`src/rtl/core/packed_3bit_framebuffer_unit_assert.svh`:
```
// Assertion macros for the packed 3-bit frame buffer unit.
// Expects clk_i and rst_ni in the scope of every use.
`ifndef PACKED_3BIT_FRAMEBUFFER_UNIT_ASSERT_SVH
`define PACKED_3BIT_FRAMEBUFFER_UNIT_ASSERT_SVH

// The consequent must hold in the same cycle as the antecedent.
`define PBF_ASSERT_NOW(label, ante, cons) \
  label: assert property (@(posedge clk_i) disable iff (!rst_ni) (ante) |-> (cons)) \
    else $error("pbf assertion failed");

// The consequent must hold in the cycle after the antecedent.
`define PBF_ASSERT_NEXT(label, ante, cons) \
  label: assert property (@(posedge clk_i) disable iff (!rst_ni) (ante) |=> (cons)) \
    else $error("pbf assertion failed");

`endif

```
`src/rtl/core/pbf_queue.sv`:
```
// Two-entry queue that carries classified commands from the front to the back.
// No dependencies.
module pbf_queue #(
  parameter int ENTRY_W = 22
) (
  input  logic               clk_i,
  input  logic               rst_ni,
  input  logic               push_i,
  input  logic [ENTRY_W-1:0] push_data_i,
  output logic               full_o,
  input  logic               pop_i,
  output logic [ENTRY_W-1:0] pop_data_o,
  output logic               empty_o
);

  logic [ENTRY_W-1:0] entry_q [2];
  logic               wr_ptr_q, wr_ptr_d;
  logic               rd_ptr_q, rd_ptr_d;
  logic [1:0]         count_q, count_d;

  always_comb begin
    wr_ptr_d = wr_ptr_q ^ push_i;
    rd_ptr_d = rd_ptr_q ^ pop_i;
    count_d  = count_q + 2'(push_i) - 2'(pop_i);
  end

  always_ff @(posedge clk_i or negedge rst_ni) begin
    if (!rst_ni) begin
      wr_ptr_q <= 1'b0;
      rd_ptr_q <= 1'b0;
      count_q  <= 2'd0;
    end else begin
      wr_ptr_q <= wr_ptr_d;
      rd_ptr_q <= rd_ptr_d;
      count_q  <= count_d;
    end
  end

  always_ff @(posedge clk_i) begin
    if (push_i) begin
      entry_q[wr_ptr_q] <= push_data_i;
    end
  end

  assign full_o     = count_q[1];
  assign empty_o    = (count_q == 2'd0);
  assign pop_data_o = entry_q[rd_ptr_q];

endmodule

```
`config.mk`:
```
export PLATFORM = sky130hd
export DESIGN_NAME = pbf_queue
export DESIGN_NICKNAME = d
export VERILOG_FILES = /design/src/rtl/core/packed_3bit_framebuffer_unit_assert.svh /design/src/rtl/core/pbf_queue.sv
export SDC_FILE = /design/constraint.sdc
export NUM_CORES = 1
export LEC_CHECK = 0
export ABC_AREA = 1
export BUFFER_PORTS_ARGS = -buffer_cell sky130_fd_sc_hd__buf_2
export CORE_ASPECT_RATIO = 0.6
export CORE_MARGIN = 2
export CORE_UTILIZATION = 52
export CTS_CLUSTER_DIAMETER = 120
export CTS_CLUSTER_SIZE = 20
export DETAILED_ROUTE_END_ITERATION = 8
export GPL_ROUTABILITY_DRIVEN = 0
export HOLD_SLACK_MARGIN = 0.06
export PLACE_DENSITY_LB_ADDON = 0.05
export SETUP_SLACK_MARGIN = 0.15
export SYNTH_ARGS = -nofsm -noshare
export SYNTH_HDL_FRONTEND = slang
export SYNTH_SLANG_ARGS = --single-unit
```
`constraint.sdc`:
```
create_clock -name clk_i -period 1.9 [get_ports clk_i]
set_clock_uncertainty 0.05 [all_clocks]
set_input_delay 0.38 -clock clk_i [delete_from_list [all_inputs] [get_ports clk_i]]
set_output_delay 0.38 -clock clk_i [all_outputs]
set_load 0.01 [all_outputs]
```
### Word level (Yosys, flattened, before mapping)

Memories as Yosys holds them, arrays and structs flattened.
Cells that the tools add are included.

| cells by class | value |
|---|---|
| add/subtract/negate cells | 2 |
| bitwise gates (word level) | 2 |
| reductions and logical operators | 1 |
| multiplexer cells | 2 |

Operators with widths:

| kind | count |
|---|---|
| $add A2 B1 Y2 | 1 |
| $logic_not A2 Y1 | 1 |
| $mux W1 | 2 |
| $sub A2 B1 Y2 | 1 |
| $xor A1 B1 Y1 | 2 |

| storage, ports and cells | value |
|---|---|
| output and inout bits | 24 |
| memories | 1 |
| bits in writable memories | 44 |
| input bits | 26 |
| flip-flop bits (word level) | 4 |
| word-level logic and storage cells | 11 |

Memories:

| name | depth | bits a word | read ports | clocked after memory_dff | write ports | RTL line | source |
|---|---|---|---|---|---|---|---|
| entry_q | 2 | 22 | 1 | 0 | 1 | pbf_queue.sv:16 | `logic [ENTRY_W-1:0] entry_q [2];` |

### Depth between registers and ports, before layout

| depth | value |
|---|---|
| word-level depth | 2 |
| mapped depth | 7 |
| gate-level depth less buffers | 7 |

### Worst setup path after synthesis

OpenSTA, ideal clock, no wires.

| timing path | value |
|---|---|
| kind | register to register |
| start point | register wr_ptr_q |
| end point | memory entry_q[0][0] (enable) |
| setup slack | 458 ps |
| period minus slack after synthesis | 1,442 ps |
| required time | 1,469 ps |
| setup time | 381 ps |
| stages on the path, launching flop included | 3 |
| path buffers | 0 |
| arrival time | 1,012 ps |
| path through | dfrtp_1 > inv_1 > ha_1 |

RTL lines:

| what | RTL line | source |
|---|---|---|
| from (decl) | pbf_queue.sv:17 | `logic wr_ptr_q, wr_ptr_d;` |
| from (signal assigned) | pbf_queue.sv:33 | `wr_ptr_q <= wr_ptr_d;` |
| to (decl) | pbf_queue.sv:16 |  |

Straight into the memory's write port.

### Final worst setup path

| timing path | value |
|---|---|
| start point | register rd_ptr_q |
| end point | output pop_data_o[2] |

| on the way | value |
|---|---|
| word-level cells in the longest chain between the ends | 1 |

RTL lines:

| what | RTL line | source |
|---|---|---|
| from (decl) | pbf_queue.sv:18 | `logic rd_ptr_q, rd_ptr_d;` |
| from (signal assigned) | pbf_queue.sv:34 | `rd_ptr_q <= rd_ptr_d;` |
| $mem_v2 Z2 W22 | - |  |
| to (decl) | pbf_queue.sv:12 | `output logic [ENTRY_W-1:0] pop_data_o,` |

Every way passes these cells.

==> results.md <==
- FILL cells: 290
- DR WL/cell: between 10 and 15 microns
- RR Endpoint: entry_q[0][14]
- Hold Crit Depth: 1
- Min Tclk post-route: about 1700 ps
- DR DRC count: 0
- DPL Wire Length: between 2000 and 2500 microns
- Syn. warnings: 0
- Worst setup margin: just under 200 ps
- Synth unique cells: 14
- I/O pins: 50
- Final net count: about 230
- Layout cell share with drive strength beyond 1: 42.05%
- Synthesized area: just under 2000 sq um
- Fmax: between 500 and 600 MHz
- Hold_ws: about 240 ps
- Initial core utilization: about 54%
- Synth area leader: edfxtp_1
- Sw power: about 0.0011 W
- Biggest cell delay along the critical path: between 400 and 500 ps
- Port bufs: 49
- Synth Net Count: ~170
- Gr usage total: roughly 14%
- CORE AREA: around 3600 sq um
- Setup TNS: 0 ps
- TritonCTS buffer count: 5
- First-pass iteration count of the detailed router: 4
- Routed wire length: roughly 2800 microns
- Worst IR drop on VDD: 0.6678 mV
- HP Class: in -> reg
- Clk pwr share: between 10% and 20%
- Seq pwr share: a little under half
- First-pass GRT wire length: between 4000 and 5000 microns
- Largest net degree at the start of global routing: 35
- Iteration-0 DRC Markers: 22
- Leak pwr: between 1 and 1.5 nW
- Final period util: ~90%
- Fin. Hold Viols: 0
- Antenna violations before repair: 0
- Avg Inst Size Synth: 14.23 sq um
- RSZ-0062 raised after global routing: true
- Final setup viols: 0
- Die Area: roughly 4300 sq um
- Reg clk slew, reported paths: approximately 80 ps
- CTS H-tree lvls: 2
- Synthesis-to-layout area growth: 19.89%
- Worst-path cell chain: buf_4 > o21ai_0 > buf_2
- Hold Path Sink: entry_q[0][9]
- Post-DRT Antenna Nets: 0
- DP Worst Slack: about 390 ps
- Hold path startpoint: push_data_i[9]
- CP Max Fanout: 6
- Worst Setup End Kind: output pin
- Pwr Density: roughly 1400 nW/um^2
- Ranking of synthesized cells by area: edfxtp_1 (67%), o21ai_2 (8.5%), inv_1 (5.5%)
- Gate power share: 37.5%
- Max_cap viols: 0
- Reg2reg start: wr_ptr_q
- Sw Share: between 30% and 40%
- Int Power: around 0.0022 W
- CP Launch Type: flip-flop
- Reg2Reg Setup Slack: between 500 and 600 ps
- Routed vias: 1134
- Crit Path Class: reg -> out
- CTS Sinks: 48
- Vias in the first global route: about 1100
- Via density: roughly 4.7
- Die Y: 51.60 microns
- Total Power: between 0.003 and 0.004 W
- Fin. max-slew vios: 0
- Crit path max-delay cell type: dfrtp_2
- Clock Latency Late Sink: 280 ps
- CTS tree: built
- Site Rows: 17
- Share of the synthesized area in the top cell type: about two thirds
- Outcome: completed
- WP data arrival: approximately 1300 ps
- Cell Count, Final, Fillers Out: around 240
- Root Buffer: clkbuf_8
- Grt ovf: 0
- Sequential-to-total area share from yosys stat: roughly 72%
- Die X: 83.32 microns
- Worst-Margin Slew: 352.2 ps
- Worst slew margin: 76.52%
- Worst EP required: ~1500 ps
- Placed insts: about 230
- Clock Tree Buf Depth: 2
- Ant diodes: 0
- Post-synthesis cell count: about 140
- Seq cells post-synth: 48
- R2R depth: 3
==> cell usage after synthesis <==
cell type / instances
buf_12: 2
ha_1: 4
nand2_2: 2
dfrtp_1: 4
edfxtp_1: 44
nand2_1: 25
o21ai_0: 3
xor2_1: 1
nand3_1: 1
buf_8: 1
o21ai_2: 19
nor2_1: 1
buf_6: 2
inv_1: 29
==> cells in the final DEF, fill, tap and decap left out <==
cell type      synthesis  routed
buf_12                 2       3
buf_2                  0      49
buf_4                  0       2
clkbuf_1               0       1
clkbuf_8               0       5
clkinv_2               0       1
dfrtp_1                4       3
dfrtp_2                0       1
dlygate4sd3_1          0       1
edfxtp_1              44      44
ha_1                   4       4
inv_1                 29      29
nand2_1               25      25
nand2_2                2       2
nand3_1                1       1
nor2_1                 1       1
o21ai_0                3       3
o21ai_2               19      19
xor2_1                 1       1
==> power groups by stage <==
stage | Sequential (W) | Combinational [W] | Clock, W
2_1_floorplan | 0.00149 | 0.000913 | 0
5_1_grt | 0.00152 | 0.00135 | 0.000596
6_report | 0.00150 | 0.00122 | 0.000534
3_3_place_gp | 0.00153 | 0.00116 | 0
3_5_place_dp | 0.00154 | 0.00118 | 0
4_1_cts | 0.00150 | 0.00124 | 0.000555
==> logic make-up (layout without fill, tap and decap cells) <==
group	after synthesis	count (layout)	share of synthesized area, %
AOI/OAI and AO/OA	22	22	9.241
xor gates and xnor gates	1	1	0.4462
adders and majority gates	4	4	2.549
buffers and inverters	34	91	9.496
DFF	48	48	72.40
and+or+nand+nor	29	29	5.863
==> state kept, by name (all words and copies together) (netlist names) <==
name,cells
count_q,2
rd_ptr_q,1
wr_ptr_q,1
entry_q,44
==> layer usage <==
metal  up-vias  global-route usage, %  share of wire (%)
met3         2                  5.714                6.8
met4         0                  4.098               0.43
met5         -                      0                  0
met1       526                  14.83                 39
met2        31                  25.40                 54
li1        575                      -                  -
==> worst max path at each step <==
stage	startpoint	to	slack [ps]	depth (start not counted)
detailed placement	rd_ptr_q	pop_data_o[16]	390	4
global route	rd_ptr_q	pop_data_o[16]	120	4
global placement	rd_ptr_q	pop_data_o[16]	430	4
floorplan	wr_ptr_q	entry_q[0][0]	460	2
CTS	rd_ptr_q	pop_data_o[16]	170	4
finish	rd_ptr_q	pop_data_o[2]	200	3
==> metrics by stage <==
stage | instance area [sq um] | utilization [%]
CTS | 2354 | 64.71
global placement | 2251 | 61.89
finish | 2354 | 64.71
floorplan | 1963 | -
detailed placement | 2251 | 61.89
global route | 2354 | 64.71
==> cell type report <==
| class | instances | area [sq um] | share of cell area, % |
|---|---|---|---|
| clock inverters | 1 | 5.005 | 0.2127 |
| inverters | 29 | 108.9 | 4.625 |
| repair buffers | 55 | 330.3 | 14.04 |
| multi-input cells | 56 | 355.3 | 15.10 |
| flip-flops and latches | 48 | 1423 | 60.45 |
| clock buffers | 6 | 72.57 | 3.083 |
| well taps | 47 | 58.81 | 2.499 |
==> critical path, delay by kind of cell, from the launching register on <==
family	cells	cell delay [ps]
AO/OA/AOI/OAI	1	200
buffers and inverters	2	340
flip-flops	1	460
==> what timing repair did <==
item	CTS	global route
buffers inserted	2	0
hold buffers	1	0
endpoints found under the setup margin	17	8
hold endpoints to repair	4	0
gates resized for setup	0	0
No activity file was read; power rests on OpenSTA's default activity.
