$ cat src/rtl/core/packed_3bit_framebuffer_unit_assert.svh
// Assertion macros for the packed 3-bit frame buffer unit.
// Expects clk_i and rst_ni in the scope of every use.
`ifndef PACKED_3BIT_FRAMEBUFFER_UNIT_ASSERT_SVH
`define PACKED_3BIT_FRAMEBUFFER_UNIT_ASSERT_SVH

// The consequent must hold in the same cycle as the antecedent.
`define PBF_ASSERT_NOW(label, ante, cons) \
  label: assert property (@(posedge clk_i) disable iff (!rst_ni) (ante) |-> (cons)) \
    else $error("pbf assertion failed");

// The consequent must hold in the cycle after the antecedent.
`define PBF_ASSERT_NEXT(label, ante, cons) \
  label: assert property (@(posedge clk_i) disable iff (!rst_ni) (ante) |=> (cons)) \
    else $error("pbf assertion failed");

`endif

$ cat src/rtl/core/pbf_pkg.sv
// Shared types, constants and the RGB565 palette of the packed 3-bit frame buffer.
// No dependencies.
package pbf_pkg;

  localparam int FrameWidthDef  = 240;
  localparam int FrameHeightDef = 240;
  localparam int PixPerWord     = 10;
  localparam int PixLast        = 9;
  localparam int FieldW         = 3;
  localparam int WordW          = PixPerWord * FieldW;
  localparam int RgbW           = 16;
  localparam int OpW            = 2;
  localparam int FieldIdxW      = 4;
  localparam int Div10Mul       = 205;
  localparam int Div10Shift     = 11;

  typedef enum logic [OpW-1:0] {
    OP_CLEAR = 2'd0,
    OP_DRAW  = 2'd1,
    OP_SCAN  = 2'd2
  } pbf_op_e;

  typedef struct packed {
    logic init_busy;
  } pbf_status_t;

  function automatic logic [RgbW-1:0] pbf_palette(input logic [FieldW-1:0] idx);
    logic [RgbW-1:0] rgb;
    unique case (idx)
      3'd0: rgb = 16'h0000;
      3'd1: rgb = 16'h001F;
      3'd2: rgb = 16'h07E0;
      3'd3: rgb = 16'h07FF;
      3'd4: rgb = 16'hF800;
      3'd5: rgb = 16'hF81F;
      3'd6: rgb = 16'hFFE0;
      default: rgb = 16'hFFFF;
    endcase
    return rgb;
  endfunction

endpackage

$ cat src/rtl/core/pbf_if.sv
// Valid/ready channel interfaces for the command input and the pixel output.
// No dependencies.
interface pbf_in_if;
  logic        valid;
  logic        ready;
  logic [1:0]  command;
  logic [7:0]  x;
  logic [7:0]  y;
  logic [15:0] color;
  logic [12:0] word_index;

  modport source (output valid, command, x, y, color, word_index, input ready);
  modport sink (input valid, command, x, y, color, word_index, output ready);
endinterface


$ cat src/rtl/core/pbf_front.sv
// Front end: accepts commands, drops those with no effect, and computes word addresses.
// Depends on pbf_pkg and pbf_in_if.
module pbf_front #(
  parameter int FRAME_WIDTH  = pbf_pkg::FrameWidthDef,
  parameter int FRAME_HEIGHT = pbf_pkg::FrameHeightDef,
  parameter int ADDR_W       = 13,
  parameter int ENTRY_W      = 22
) (
  pbf_in_if.sink                 in_i,
  input  pbf_pkg::pbf_status_t   status_i,
  input  logic                   full_i,
  output logic                   push_o,
  output logic [ENTRY_W-1:0]     push_data_o
);
  import pbf_pkg::*;

  localparam int WordsPerRow = (FRAME_WIDTH + PixPerWord - 1) / PixPerWord;
  localparam int StoreDepth  = WordsPerRow * FRAME_HEIGHT;

  logic [15:0]          div_prod;
  logic [4:0]           x_word;
  logic [FieldIdxW-1:0] x_field;
  logic [ADDR_W-1:0]    draw_addr;
  logic                 draw_ok;
  logic                 scan_ok;
  logic                 keep;
  logic [ADDR_W-1:0]    addr;
  logic [FieldIdxW-1:0] field;
  pbf_op_e              op;

  always_comb begin
    div_prod  = 16'(in_i.x) * 16'(Div10Mul);
    x_word    = div_prod[15:Div10Shift];
    x_field   = FieldIdxW'(in_i.x - 8'(x_word) * 8'(PixPerWord));
    draw_addr = ADDR_W'(32'(in_i.y) * 32'(WordsPerRow) + 32'(x_word));
    draw_ok   = (32'(in_i.x) < 32'(FRAME_WIDTH)) && (32'(in_i.y) < 32'(FRAME_HEIGHT));
    scan_ok   = 32'(in_i.word_index) < 32'(StoreDepth);
    op        = pbf_op_e'(in_i.command);
    keep      = 1'b0;
    addr      = '0;
    field     = '0;
    unique case (in_i.command)
      OP_CLEAR: keep = 1'b1;
      OP_DRAW: begin
        keep  = draw_ok;
        addr  = draw_addr;
        field = x_field;
      end
      OP_SCAN: begin
        keep = scan_ok;
        addr = ADDR_W'(in_i.word_index);
      end
      default: keep = 1'b0;
    endcase
  end

  assign in_i.ready  = !full_i && !status_i.init_busy;
  assign push_o      = in_i.valid && in_i.ready && keep;
  assign push_data_o = {op, field, in_i.color[FieldW-1:0], addr};

endmodule

$ cat src/flat_wrapper.sv
// flat-port wrapper written by rule: the top's interface ports become plain ports
module pbf_front_flat import pbf_pkg::*;
#(
  parameter int FRAME_WIDTH  = pbf_pkg::FrameWidthDef,
  parameter int FRAME_HEIGHT = pbf_pkg::FrameHeightDef,
  parameter int ADDR_W       = 13,
  parameter int ENTRY_W      = 22
)
  (status_i, full_i, push_o, push_data_o, in_i_valid, in_i_command, in_i_x, in_i_y, in_i_color, in_i_word_index, in_i_ready);
  pbf_in_if in_i_i ();
  input  pbf_pkg::pbf_status_t status_i;
  input  logic full_i;
  output logic push_o;
  output logic [ENTRY_W-1:0] push_data_o;
  input wire logic [$bits(in_i_i.valid)-1:0] in_i_valid;
  input wire logic [$bits(in_i_i.command)-1:0] in_i_command;
  input wire logic [$bits(in_i_i.x)-1:0] in_i_x;
  input wire logic [$bits(in_i_i.y)-1:0] in_i_y;
  input wire logic [$bits(in_i_i.color)-1:0] in_i_color;
  input wire logic [$bits(in_i_i.word_index)-1:0] in_i_word_index;
  output wire logic [$bits(in_i_i.ready)-1:0] in_i_ready;
  assign in_i_i.valid = in_i_valid;
  assign in_i_i.command = in_i_command;
  assign in_i_i.x = in_i_x;
  assign in_i_i.y = in_i_y;
  assign in_i_i.color = in_i_color;
  assign in_i_i.word_index = in_i_word_index;
  assign in_i_ready = in_i_i.ready;
  pbf_front #(.FRAME_WIDTH(FRAME_WIDTH), .FRAME_HEIGHT(FRAME_HEIGHT), .ADDR_W(ADDR_W), .ENTRY_W(ENTRY_W)) u_core (.in_i(in_i_i), .status_i(status_i), .full_i(full_i), .push_o(push_o), .push_data_o(push_data_o));
endmodule
$ cat config.mk
export PLATFORM = sky130hd
export DESIGN_NAME = pbf_front_flat
export DESIGN_NICKNAME = d
export VERILOG_FILES = /design/src/rtl/core/packed_3bit_framebuffer_unit_assert.svh /design/src/rtl/core/pbf_pkg.sv /design/src/rtl/core/pbf_if.sv /design/src/rtl/core/pbf_front.sv /design/src/flat_wrapper.sv
export SDC_FILE = /design/constraint.sdc
export NUM_CORES = 1
export LEC_CHECK = 0
export BUFFER_PORTS_ARGS = -buffer_cell sky130_fd_sc_hd__buf_4
export CAP_MARGIN = 30
export CORE_MARGIN = 3
export CORE_UTILIZATION = 50
export DETAILED_ROUTE_END_ITERATION = 12
export PLACE_DENSITY = 0.78
export SYNTH_ARGS = -nofsm -noshare
export SYNTH_HDL_FRONTEND = slang
export SYNTH_SLANG_ARGS = --single-unit
$ cat constraint.sdc
create_clock -name vclk -period 9
set_input_delay 1.8 -clock vclk [all_inputs]
set_output_delay 1.8 -clock vclk [all_outputs]
set_load 0.01 [all_outputs]
## Word-level counts from Yosys, hierarchy flattened

Cells that the tools add are included.

| storage, ports and cells | value |
|---|---|
| register bits | 0 |
| latch bits | 0 |
| RAM bits | 0 |
| bits in read-only memories | 0 |
| input port bits | 50 |
| output and inout port bits | 24 |
| memories kept | 0 |

| cells by class | value |
|---|---|
| $add $sub $neg | 2 |
| multipliers | 3 |
| divide/modulo/power cells | 0 |
| magnitude comparators | 3 |
| equality and inequality tests | 2 |
| shift operators | 0 |
| multiplexer cells | 3 |
| bitwise gates (word level) | 0 |
| reductions and logical operators | 7 |

Operator list:

| kind | count |
|---|---|
| 13-bit one-hot mux with 2 select lines | 1 |
| 8-bit < comparator (second input constant) | 2 |
| 8-bit by 8-bit multiplier with 16-bit output (second input constant) | 1 |
| 13-bit by 5-bit adder with 13-bit output | 1 |
| 13-bit < comparator (second input constant) | 1 |
| 8-bit by 2-bit multiplier with 10-bit output (second input constant) | 1 |
| 5-bit by 3-bit multiplier with 3-bit output (second input constant) | 1 |
| 1-bit logical AND | 4 |
| 4-bit 2-to-1 mux | 1 |
| 4-bit subtractor | 1 |
| 1-bit one-hot mux with 3 select lines | 1 |
| 2-bit by 1-bit == test with 1-bit output (second input constant) | 1 |
| 2-bit == test (second input constant) | 1 |
| 1-bit zero test | 2 |
| 2-bit zero test | 1 |

## Depth between registers and ports, before layout

Gate-level depths: netlist of the first run.

| depth | value |
|---|---|
| depth after elaboration | 4 |
| depth in mapped cells | 21 |
| gate-level depth less buffers | 21 |

## Least setup slack after synthesis of the first run

No wires, ideal clock.

| timing path | value |
|---|---|
| path kind | input to output |
| start point | input port in_i_x[5] |
| end point | output port push_data_o[12] |
| data arrival time | 6.525 ns |
| slack | 0.675 ns |
| cell stages on the path | 20 |
| buffers on the path | 0 |
| path through | ha_1 fa_1 fa_1 inv_1 fa_1 inv_1 ha_1 nand2_1 o22ai_1 o2111ai_1 a21boi_0 nor4_1 a311o_1 ha_1 a21o_1 nand3_1 a2111oi_4 o2111ai_1 xor2_1 o21ai_1 |

| between the ends | value |
|---|---|
| cells in the longest elaborated chain, start to end | 3 |

Ends and longest elaborated chain:

| element | RTL line | RTL |
|---|---|---|
| from (decl) | flat_wrapper.sv:17 | `input wire logic [$bits(in_i_i.x)-1:0] in_i_x;` |
| 8-bit by 8-bit multiplier with 16-bit output | pbf_front.sv:32 | `div_prod = 16'(in_i.x) * 16'(Div10Mul);` |
| 13-bit by 5-bit adder with 13-bit output | pbf_front.sv:35 | `draw_addr = ADDR_W'(32'(in_i.y) * 32'(WordsPerRow) + 32'(x_word));` |
| 13-bit one-hot mux with 2 select lines | pbf_front.sv:42 | `unique case (in_i.command)` |
| to (decl) | flat_wrapper.sv:14 | `output logic [ENTRY_W-1:0] push_data_o;` |

No other way between the ends.

## Final worst setup path of the first run

Same ends and word-level chain as after synthesis.

==> results by group, run 1 <==
Routing
  – Number of iterations in the first detailed-routing pass: 4
  – DR vias: 1,844
  – Via/cell ratio: 5.50
  – Post-detailed-routing wire length: 4.57 mm
  – Post-route antenna net violation count: 0
  – Per-cell routed wire length: 13.7 um
  – Violation count after the first detailed-routing iteration: 94
  – Remaining design rule violation count: 0

Min path
  – Hold Startpoint: in_i_color[1]
  – Worst hold path endpoint: push_data_o[14]
  – Worst hold path type: in2out
  – Cell depth of the worst min-delay path: 0

Global route
  – Number of antenna violations at the first check in global routing: 0
  – All-layer global routing usage: 19.0%
  – Vias in the first global route: 1,813
  – Congestion Overflow GR: 0
  – Wire length of the first global-routing pass: 8.09 mm
  – Maximum number of pins on one net before global-route repair: 16

Floorplanning
  – Core outline area: 3830 um^2
  – Total die area: 4960 um^2
  – Standard-cell row count: 22
  – Width of the chip: 70.4 um
  – Starting density of the core: 54.2%
  – IO Count: 74
  – Die boundary height: 70.4 um

Cells and area
  – Fraction of layout cells with a size suffix above 1: 23.0%
  – Total area of multi-input combinational cells: 1930 um^2
  – Utilization after layout: 66.1%
  – Sequential cell area in the final layout: 0 um^2
  – Inserted Diodes: 0
  – Total of fill cells in the finished design: 345
  – Num sequential: 0
  – Most common cell after layout, fill and taps aside: ha_1
  – Number of clock buffer instances in the layout: 0
  – Commonest cells after routing, fill and taps aside: 60 x ha_1, 56 x buf_4, 30 x inv_1, 13 x fa_1, 12 x nor2b_1
  – Post-synthesis to final-layout area growth: 22.0%
  – Total Nets Final: 412

STA
  – Number of endpoints failing setup at the final stage: 0
  – Period Utilization, post-route: 95.7%
  – Maximum clock rate: 0.116 GHz
  – Unrepaired setup endpoints after global routing: false
  – Worst-case headroom to the max-slew limit: 59.1%
  – Final TNS setup: 0 ns
  – Period minus WS final: 8.61 ns
  – Hold violation count in the final report: 0
  – Number of slew-limit violations in the final report: 0
  – Transition time of the tightest slew-check pin: 0.610 ns

Placed design
  – Final RePlAce weighted congestion: 0.868
  – Number of buffer cells added on primary ports: 55
  – Post-detail-place hpwl: 4.07 mm

Synthesis
  – Number of distinct standard cells referenced by the synthesized netlist: 52
  – Synthesized netlist cell count: 240
  – Mean cell area of the mapped netlist: 8.64 um^2
  – Net Count, Synth: 363
  – Sequential cell area fraction in the yosys report: 0%
  – Syn Std Cell Area: 2070 um^2
  – Warning count from the yosys run: 0

Power and ir drop
  – Cell Pwr Density: 122 nW/um^2
  – Peak supply drop: 0.139 mV
  – Leakage component of the power: 1.33 nW

Worst setup path
  – Type of element launching the critical path: input pin
  – Critical path arrival: 6.81 ns
  – CP required: 7.20 ns
  – Kind of capture point of the worst setup path: output port
  – CP Max Fanout: 3
  – Crit path kind: in2out

Clocking
  – Setup bufs post-CTS: 0

Job
  – Number of max-cap violations: 0

Run status
  – Run status: completed
## logic make-up after synthesis
group           Yosys count  synth area share (%)
fa+ha+maj                73                  48.7
simple gates             56                  15.1
compound gates           53                  19.7
buf+inv                  40                  8.14
xor+xnor                 17                  7.84
mux                       1                 0.483
## report_power, final
part	leakage [nW]	switching, mW	internal, mW
Combinational	1.33	0.160	0.150
Clock	0	0	0
Sequential	0	0	0
## final cells by class
| cell class | count | share of cell area (%) |
|---|---|---|
| multi-input cells | 200 | 76.4 |
| well taps | 48 | 2.37 |
| inverters | 31 | 4.60 |
| repair buffers | 56 | 16.6 |
## critical path: stages
cell and delay, ns:
buf_4 0.12, ha_1 0.34, fa_1 0.54, fa_1 0.56, inv_1 0.07, fa_1 0.52, inv_1 0.04, ha_1 0.31
nand2_1 0.07, o22ai_2 0.21, o2111ai_2 0.17, a21boi_2 0.21, nor4_1 0.07, a311o_1 0.37, ha_1 0.29, a21o_1 0.13
nand3_2 0.12, a2111oi_4 0.25, o2111ai_2 0.16, xor2_1 0.19, o21ai_1 0.13, buf_4 0.13
## stage by stage
stage	power [mW]	setup WS, ns	hold WS, ns	area, um^2	instances
floorplan	0.219	0.675	3.65	2070	240
global placement	0.294	0.156	3.60	2500	335
detailed placement	0.298	0.102	3.60	2500	335
CTS	0.303	0.0763	3.60	2500	335
global route	0.352	0.0280	3.60	2530	335
finish	0.310	0.391	3.60	2530	335
## worst max path at each step
stage / start / endpoint / cells after the start
3_5_place_dp: in_i_x[5] / push_data_o[12] / 22
6_report: in_i_x[5] / push_data_o[12] / 22
5_1_grt: in_i_x[5] / push_data_o[12] / 22
2_1_floorplan: in_i_x[5] / push_data_o[12] / 20
4_1_cts: in_i_x[5] / push_data_o[12] / 22
3_3_place_gp: in_i_x[5] / push_data_o[12] / 22
## repair_timing
action | CTS | global route
endpoints found under the setup margin | 0 | 3
resized for setup | 0 | 6
hold buffers | 0 | 0
## per-layer routing
| layer | share of wire [%] | GRT usage [%] | vias up |
|---|---|---|---|
| met5 | 0 | 0 | - |
| met4 | 0.31 | 1.28 | 0 |
| met3 | 5.4 | 1.87 | 2 |
| met2 | 45 | 29.8 | 48 |
| met1 | 50 | 29.1 | 828 |
| li1 | - | - | 966 |
## synth_stat cells, types with 2 or more instances
cell type / number / area (um^2)
buf_4: 5 / 37.5
o2111ai_1: 3 / 26.3
ha_1: 60 / 751
a2111o_1: 2 / 22.5
nand2b_1: 2 / 12.5
o21ai_1: 3 / 15.0
a22oi_1: 8 / 60.1
a211oi_1: 4 / 30.0
fa_1: 13 / 260
xnor2_1: 7 / 61.3
nor2_1: 9 / 33.8
nand4_1: 3 / 18.8
inv_1: 30 / 113
or2_2: 2 / 12.5
o21ai_0: 6 / 30.0
a21oi_1: 5 / 25.0
nand3_1: 8 / 40.0
xor2_1: 9 / 78.8
and2_1: 3 / 18.8
o211ai_1: 2 / 15.0
nor2b_1: 12 / 75.1
clkbuf_1: 4 / 15.0
nand2_1: 8 / 30.0
o21bai_1: 2 / 15.0
a21o_1: 3 / 22.5
Power figures use the tool's default switching activity.
==> run 2: changes to the inputs <==
==> constraint.sdc (replaced) <==
create_clock -name vclk -period 8.1
set_input_delay 1.62 -clock vclk [all_inputs]
set_output_delay 1.62 -clock vclk [all_outputs]
set_load 0.01 [all_outputs]
==> run 2 against run 1 <==
Net effect:
- the run now ends with setup timing left
- total power increased by 32%
- hold slack got worse by 0.36 ns
- final cell count increased by 6.9%
- sequential share of layout area unchanged
- largest power group unchanged
- largest cell class unchanged
- setup slack got worse by 0.39 ns
- die area unchanged
==> results by group, run 2 (same netlist as run 1, synthesis figures left out) <==
Routing
  – Remaining design rule violation count: 0 (unchanged)
  – Number of iterations in the first detailed-routing pass: 4 (unchanged)
  – Post-detailed-routing wire length: 5.50 mm (+20%)
  – Per-cell routed wire length: 15.4 um (+12%)
  – Post-route antenna net violation count: 0 (unchanged)
  – Violation count after the first detailed-routing iteration: 79 (-16%)
  – DR vias: 2,011 (+9.1%)
  – Via/cell ratio: 5.62 (+2.0%)

Worst setup path
  – Longest individual stage delay on the worst path: 0.62 ns (+0.06 ns)
  – Critical path arrival: 6.48 ns (-0.33 ns)
  – Crit path cell chain: buf_4 > buf_4 > ha_1 > buf_4 > fa_1 > fa_1 > ha_4 > ha_4 > a211oi_2 > nand2_1 > o2111ai_2 > a21boi_2 > buf_4 > a311o_1 > ha_1 > a21o_1 > nand3_2 > a2111oi_4 > o2111ai_2 > xor2_1 > o21ai_1 > buf_4
  – Kind of capture point of the worst setup path: output port
  – Cell seen most often among critical-path stages: buf_4
  – Type of element launching the critical path: input pin
  – Crit path kind: in2out
  – CP required: 6.48 ns (-0.72 ns)
  – CP delay by family, top: adder cells
  – Worst-path cell with the longest stage delay: fa_1
  – CP Max Fanout: 3 (unchanged)
  – Number of buffer and inverter instances along the worst setup path: 5 (+1)

Cells and area
  – Commonest cells after routing, fill and taps aside: 76 x buf_4, 52 x ha_1, 29 x inv_1, 12 x nor2b_1, 12 x fa_1
  – Sequential cell area in the final layout: 0 um^2 (unchanged)
  – Num sequential: 0 (unchanged)
  – Most common cell after layout, fill and taps aside: buf_4
  – Fraction of layout cells with a size suffix above 1: 34.2% (+11 points)
  – Number of clock buffer instances in the layout: 0 (unchanged)
  – Total Nets Final: 435 (+5.6%)
  – Inserted Diodes: 0 (unchanged)
  – Post-synthesis to final-layout area growth: 37.6%
  – Post-Layout Inst Area: 2850 um^2 (+13%)

Floorplanning
  – Starting density of the core: 54.2% (unchanged)
  – Width of the chip: 70.4 um (unchanged)
  – Total die area: 4960 um^2 (unchanged)
  – Standard-cell row count: 22 (unchanged)
  – Die boundary height: 70.4 um (unchanged)
  – IO Count: 74 (unchanged)
  – Core outline area: 3830 um^2 (unchanged)

Placed design
  – Total placed instance area: 2650 um^2 (+5.7%)
  – Post-detail-place hpwl: 4.42 mm (+8.5%)
  – Final RePlAce weighted congestion: 0.832 (-4.1%)
  – Number of buffer cells added on primary ports: 55 (unchanged)

Power and ir drop
  – Peak supply drop: 0.175 mV (+26%)
  – Clock Power Share: 0% (unchanged)
  – P_sw: 0.206 mW (+29%)
  – Sw Ratio: 50.4% (-1.2 points)
  – Leakage component of the power: 1.45 nW (+9.0%)
  – Internal power: 0.202 mW (+35%)
  – Cell Pwr Density: 143 nW/um^2 (+17%)
  – Share of total power in sequential cells: 0% (unchanged)
  – Comb pwr share: 100.0% (about the same)

Min path
  – Worst hold path endpoint: push_data_o[14]
  – Hold Startpoint: in_i_color[1]
  – Cell depth of the worst min-delay path: 0 (unchanged)
  – Worst hold path type: in2out

STA
  – Final TNS setup: -0.000520 ns (-0.000520 ns)
  – Worst-case headroom to the max-slew limit: 57.3% (-1.7 points)
  – Number of slew-limit violations in the final report: 0 (unchanged)
  – Transition time of the tightest slew-check pin: 0.636 ns (+0.0258 ns)
  – Number of endpoints failing setup at the final stage: 1 (+1)
  – Maximum clock rate: 0.123 GHz
  – Hold violation count in the final report: 0 (unchanged)
  – Period Utilization, post-route: 100%
  – Final Hold Slack: 3.24 ns (-0.360 ns)
  – Unrepaired setup endpoints after global routing: true
  – Period minus WS final: 8.10 ns
  – Post-route worst setup slack: -0.000520 ns (-0.392 ns)

Global route
  – Maximum number of pins on one net before global-route repair: 16 (unchanged)
  – Number of antenna violations at the first check in global routing: 0 (unchanged)
  – Vias in the first global route: 2,006 (+11%)
  – All-layer global routing usage: 21.1% (+2.1 points)
  – Wire length of the first global-routing pass: 8.80 mm (+8.7%)
  – Congestion Overflow GR: 0 (unchanged)

Run status
  – Violated checks: setup timing
  – Run status: finished, violations left

Job
  – Number of max-cap violations: 0 (unchanged)
-- run 2: cell count changes in the layout (fill, tap and decap cells not counted), sizes merged --
cell | before | now
buf | 56 | 79
-- run 2: final cells by class --
cell class	count	area [um^2]
Timing Repair Buffer	79	608
Fill cell	275	972
Inverter	31	116
Multi-Input combinational cell	200	2070
Tap cell	48	60.1
-- run 2: through the flow --
stage               util [%]  setup slack [ns]  total power, mW  std cells
global placement        69.1            -0.389            0.340        354
detailed placement      69.1            -0.432            0.352        354
floorplan                  -             0.135            0.243        240
finish                  74.6         -0.000520            0.408        358
global route            74.6            -0.235            0.453        358
CTS                     70.9           0.00802            0.371        355
-- run 2: how the worst max path moves through the flow --
stage,startpoint,cells after the start,end
2_1_floorplan,in_i_x[5],20,push_data_o[12]
5_1_grt,in_i_x[4],22,push_data_o[12]
4_1_cts,in_i_x[1],23,push_data_o[9]
6_report,in_i_x[4],22,push_data_o[12]
3_3_place_gp,in_i_x[5],22,push_data_o[12]
3_5_place_dp,in_i_x[5],22,push_data_o[12]
-- run 2: power groups by stage --
stage | Combinational (mW) | Sequential, mW | Clock, mW
floorplan | 0.243 | 0 | 0
global placement | 0.340 | 0 | 0
detailed placement | 0.352 | 0 | 0
CTS | 0.371 | 0 | 0
global route | 0.453 | 0 | 0
finish | 0.408 | 0 | 0
-- run 2: what timing repair did --
item	4_1_cts	5_1_grt
gates resized for setup	11	18
setup endpoints to repair	8	7
pin swaps	12	31
buffers inserted	1	3
hold buffers	0	0
-- run 2: routing by layer --
| layer | share of wire [%] | wire length [um] | vias up | track usage (%) |
|---|---|---|---|---|
| met1 | 45 | 2460 | 933 | 30.2 |
| met2 | 48 | 2640 | 60 | 34.7 |
| li1 | - | - | 1008 | - |
| met5 | 0 | 0 | - | 0 |
| met3 | 5.5 | 301 | 10 | 1.44 |
| met4 | 1.8 | 100 | 0 | 4.04 |
==> run 3: changes to the inputs <==
--- a/config.mk
+++ b/config.mk
@@ -5,12 +5,13 @@
 export SDC_FILE = /design/constraint.sdc
 export NUM_CORES = 1
 export LEC_CHECK = 0
+export ABC_AREA = 1
 export BUFFER_PORTS_ARGS = -buffer_cell sky130_fd_sc_hd__buf_4
 export CAP_MARGIN = 30
 export CORE_MARGIN = 3
-export CORE_UTILIZATION = 50
+export CORE_UTILIZATION = 45
 export DETAILED_ROUTE_END_ITERATION = 12
-export PLACE_DENSITY = 0.78
+export PLACE_DENSITY = 0.71
 export SYNTH_ARGS = -nofsm -noshare
 export SYNTH_HDL_FRONTEND = slang
 export SYNTH_SLANG_ARGS = --single-unit
==> run 3 against run 2 <==
Net effect:
- combinational power hardly changed
- global-route usage is 2.6 points lower
- largest power group unchanged
- final cell count is 30% higher
- utilization is 11 points lower
- total power is 0.85% lower
- the run now ends clean
==> results by group, run 3 <==
Floorplanning
  – Starting density of the core: 48.2% (-6.0 points)
  – Standard-cell row count: 24 (+9.1%)
  – IO Count: 74 (unchanged)
  – Width of the chip: 75.7 um (+7.5%)
  – Die boundary height: 75.7 um (+7.5%)
  – Total die area: 5730 um^2 (+16%)
  – Core outline area: 4530 um^2 (+19%)

Power and ir drop
  – Internal power: 0.180 mW (-11%)
  – Clock Power Share: 0% (unchanged)
  – Share of total power in sequential cells: 0% (unchanged)
  – Sw Ratio: 55.5% (+5.1 points)
  – Comb pwr share: 100.0% (about the same)
  – Cell Pwr Density: 140 nW/um^2 (-2.0%)
  – P_sw: 0.225 mW (+9.2%)
  – Leakage component of the power: 1.68 nW (+16%)
  – Peak supply drop: 0.0622 mV (-64%)

Routing
  – Via/cell ratio: 4.77 (-15%)
  – Violation count after the first detailed-routing iteration: 69 (-13%)
  – DR vias: 2,212 (+10%)
  – Per-cell routed wire length: 11.4 um (-26%)
  – Remaining design rule violation count: 0 (unchanged)
  – Number of iterations in the first detailed-routing pass: 4 (unchanged)
  – Post-route antenna net violation count: 0 (unchanged)
  – Post-detailed-routing wire length: 5.30 mm (-3.7%)

Cells and area
  – Num sequential: 0 (unchanged)
  – Total area of multi-input combinational cells: 2000 um^2 (-3.1%)
  – Number of clock buffer instances in the layout: 0 (unchanged)
  – Total Nets Final: 524 (+20%)
  – Sequential cell area in the final layout: 0 um^2 (unchanged)
  – Post-synthesis to final-layout area growth: 32.1%
  – Inserted Diodes: 0 (unchanged)
  – Most common cell after layout, fill and taps aside: nand2_1
  – Total of fill cells in the finished design: 440 (+60%)
  – Commonest cells after routing, fill and taps aside: 79 x nand2_1, 74 x buf_4, 64 x inv_1, 56 x ha_1, 22 x nand3_1
  – Final instance count without filler cells: 464 (+30%)
  – Fraction of layout cells with a size suffix above 1: 26.6% (-7.6 points)

Clocking
  – Post-CTS Hold Buffers: 0 (unchanged)

Global route
  – Global routing usage on met3: 0.396% (-1.0 points)
  – Number of antenna violations at the first check in global routing: 0 (unchanged)
  – Congestion Overflow GR: 0 (unchanged)
  – Maximum number of pins on one net before global-route repair: 15 (-1)
  – Met1 Track Usage GR: 27.1% (-3.1 points)
  – Met2 Use GR: 31.4% (-3.4 points)
  – All-layer global routing usage: 18.5% (-2.6 points)
  – Vias in the first global route: 2,046 (+2.0%)
  – Wire length of the first global-routing pass: 8.51 mm (-3.3%)
  – Most heavily used metal layer in global routing: met2

Synthesis
  – Cell with the most instances after synthesis: nand2_1
  – Warning count from the yosys run: 0 (unchanged)
  – Number of distinct standard cells referenced by the synthesized netlist: 26 (-50%)
  – Post-synth top area share: 34.3% (-1.9 points)
  – Post-synth top cells: 84 x nand2_1, 64 x inv_1, 60 x ha_1, 24 x nand3_1, 23 x a21oi_1
  – Top post-synthesis cells by area: ha_1 34%, nand2_1 14%, fa_1 12%
  – Mean cell area of the mapped netlist: 6.57 um^2 (-24%)
  – Synthesized netlist cell count: 333 (+39%)
  – Sequential cell area fraction in the yosys report: 0% (unchanged)
  – Yosys top cell by area: ha_1
  – Syn Std Cell Area: 2190 um^2 (+5.4%)
  – Net Count, Synth: 456 (+26%)

STA
  – Period minus WS final: 7.81 ns (-0.289 ns)
  – Worst-case headroom to the max-slew limit: 61.3% (+4.0 points)
  – Number of endpoints failing setup at the final stage: 0 (-1)
  – Maximum clock rate: 0.128 GHz (+3.7%)
  – Hold violation count in the final report: 0 (unchanged)
  – Number of slew-limit violations in the final report: 0 (unchanged)
  – Final TNS setup: 0 ns (+0.000520 ns)
  – Transition time of the tightest slew-check pin: 0.581 ns (-0.0551 ns)
  – Period Utilization, post-route: 96.4% (-3.6 points)

Worst setup path
  – Cell seen most often among critical-path stages: nand2_1
  – CP Max Fanout: 3 (unchanged)
  – Crit path kind: in2out
  – Type of element launching the critical path: input pin
  – Longest individual stage delay on the worst path: 0.53 ns (-0.09 ns)
  – Kind of capture point of the worst setup path: output port
  – Worst-path cell with the longest stage delay: fa_1
  – Critical path arrival: 6.19 ns (-0.29 ns)
  – CP required: 6.48 ns (about the same)

Min path
  – Worst hold path type: in2out

Placed design
  – Placed cells: 459 (+30%)
  – Post-detail-place hpwl: 4.70 mm (+6.5%)
  – Number of buffer cells added on primary ports: 55 (unchanged)
  – Final RePlAce weighted congestion: 0.825 (-0.76%)

Job
  – Number of max-cap violations: 0 (unchanged)

Run status
  – Run status: completed
## run 3: cell count changes after synthesis, sizes merged, moves of 3 or more
cell     previous run  this run
o2111ai             3         0
nor2                9        19
nor2b              12         0
inv                30        66
xnor2               7         2
nand3               8        25
a22oi               8         0
xor2                9         4
a211oi              4         0
a21oi               5        25
nand2               8        89
## run 3: layout make-up
type | count | share of cell area, %
tap | 65 | 2.82
multi-input combinational | 259 | 69.4
inverter | 66 | 8.58
timing repair buffer | 74 | 19.2
## run 3: through the flow
step / hold slack (ns) / util, % / area, um^2 / setup WS (ns) / total power, mW
floorplan: 3.29 / - / 2190 / 0.531 / 0.252
global placement: 3.24 / 60.3 / 2740 / -0.0446 / 0.350
detailed placement: 3.24 / 60.3 / 2740 / -0.134 / 0.359
CTS: 3.24 / 60.8 / 2760 / 0.00493 / 0.368
global route: 3.24 / 63.7 / 2890 / -0.0470 / 0.471
finish: 3.24 / 63.7 / 2890 / 0.289 / 0.405
## run 3: final timing paths
kind / startpoint / endpoint / slack [ns] / cells past startpoint
max: in_i_x[1] / push_data_o[12] / 0.29 / 31
min: in_i_color[0] / push_data_o[13] / 3.24 / 0
## run 3: logic make-up (layout without fill, tap and decap cells)
group	Yosys count	after routing	share of synthesized area, %
buffers and inverters	74	140	13.6
xor gates and xnor gates	6	6	2.40
and+or+nand+nor	140	140	27.4
AOI/OAI and AO/OA	40	40	10.4
adders and majority gates	73	73	46.2
## run 3: critical path: cells and delay by family
kind | cells | cell delay (ns)
adders and majority gates | 6 | 2.20
AOI/OAI and AO/OA | 4 | 0.55
and+or+nand+nor | 15 | 1.24
buffers and inverters | 6 | 0.54
## run 3: power groups by stage
stage | Combinational (mW) | Sequential (mW) | Clock [mW]
detailed placement | 0.359 | 0 | 0
floorplan | 0.252 | 0 | 0
finish | 0.405 | 0 | 0
CTS | 0.368 | 0 | 0
global route | 0.471 | 0 | 0
global placement | 0.350 | 0 | 0
## run 3: layer usage
| metal | vias up | share of wire (%) |
|---|---|---|
| li1 | 1194 | - |
| met1 | 977 | 46 |
| met2 | 33 | 50 |
| met3 | 8 | 2.8 |
| met4 | 0 | 1.5 |
| met5 | - | 0 |
## run 3: timing repair
item                                    4_1_cts  5_1_grt
buffers inserted                              1        4
pin swaps                                     2       13
endpoints found under the setup margin        5        8
hold endpoints to repair                      0        0
gates resized for setup                       3       21
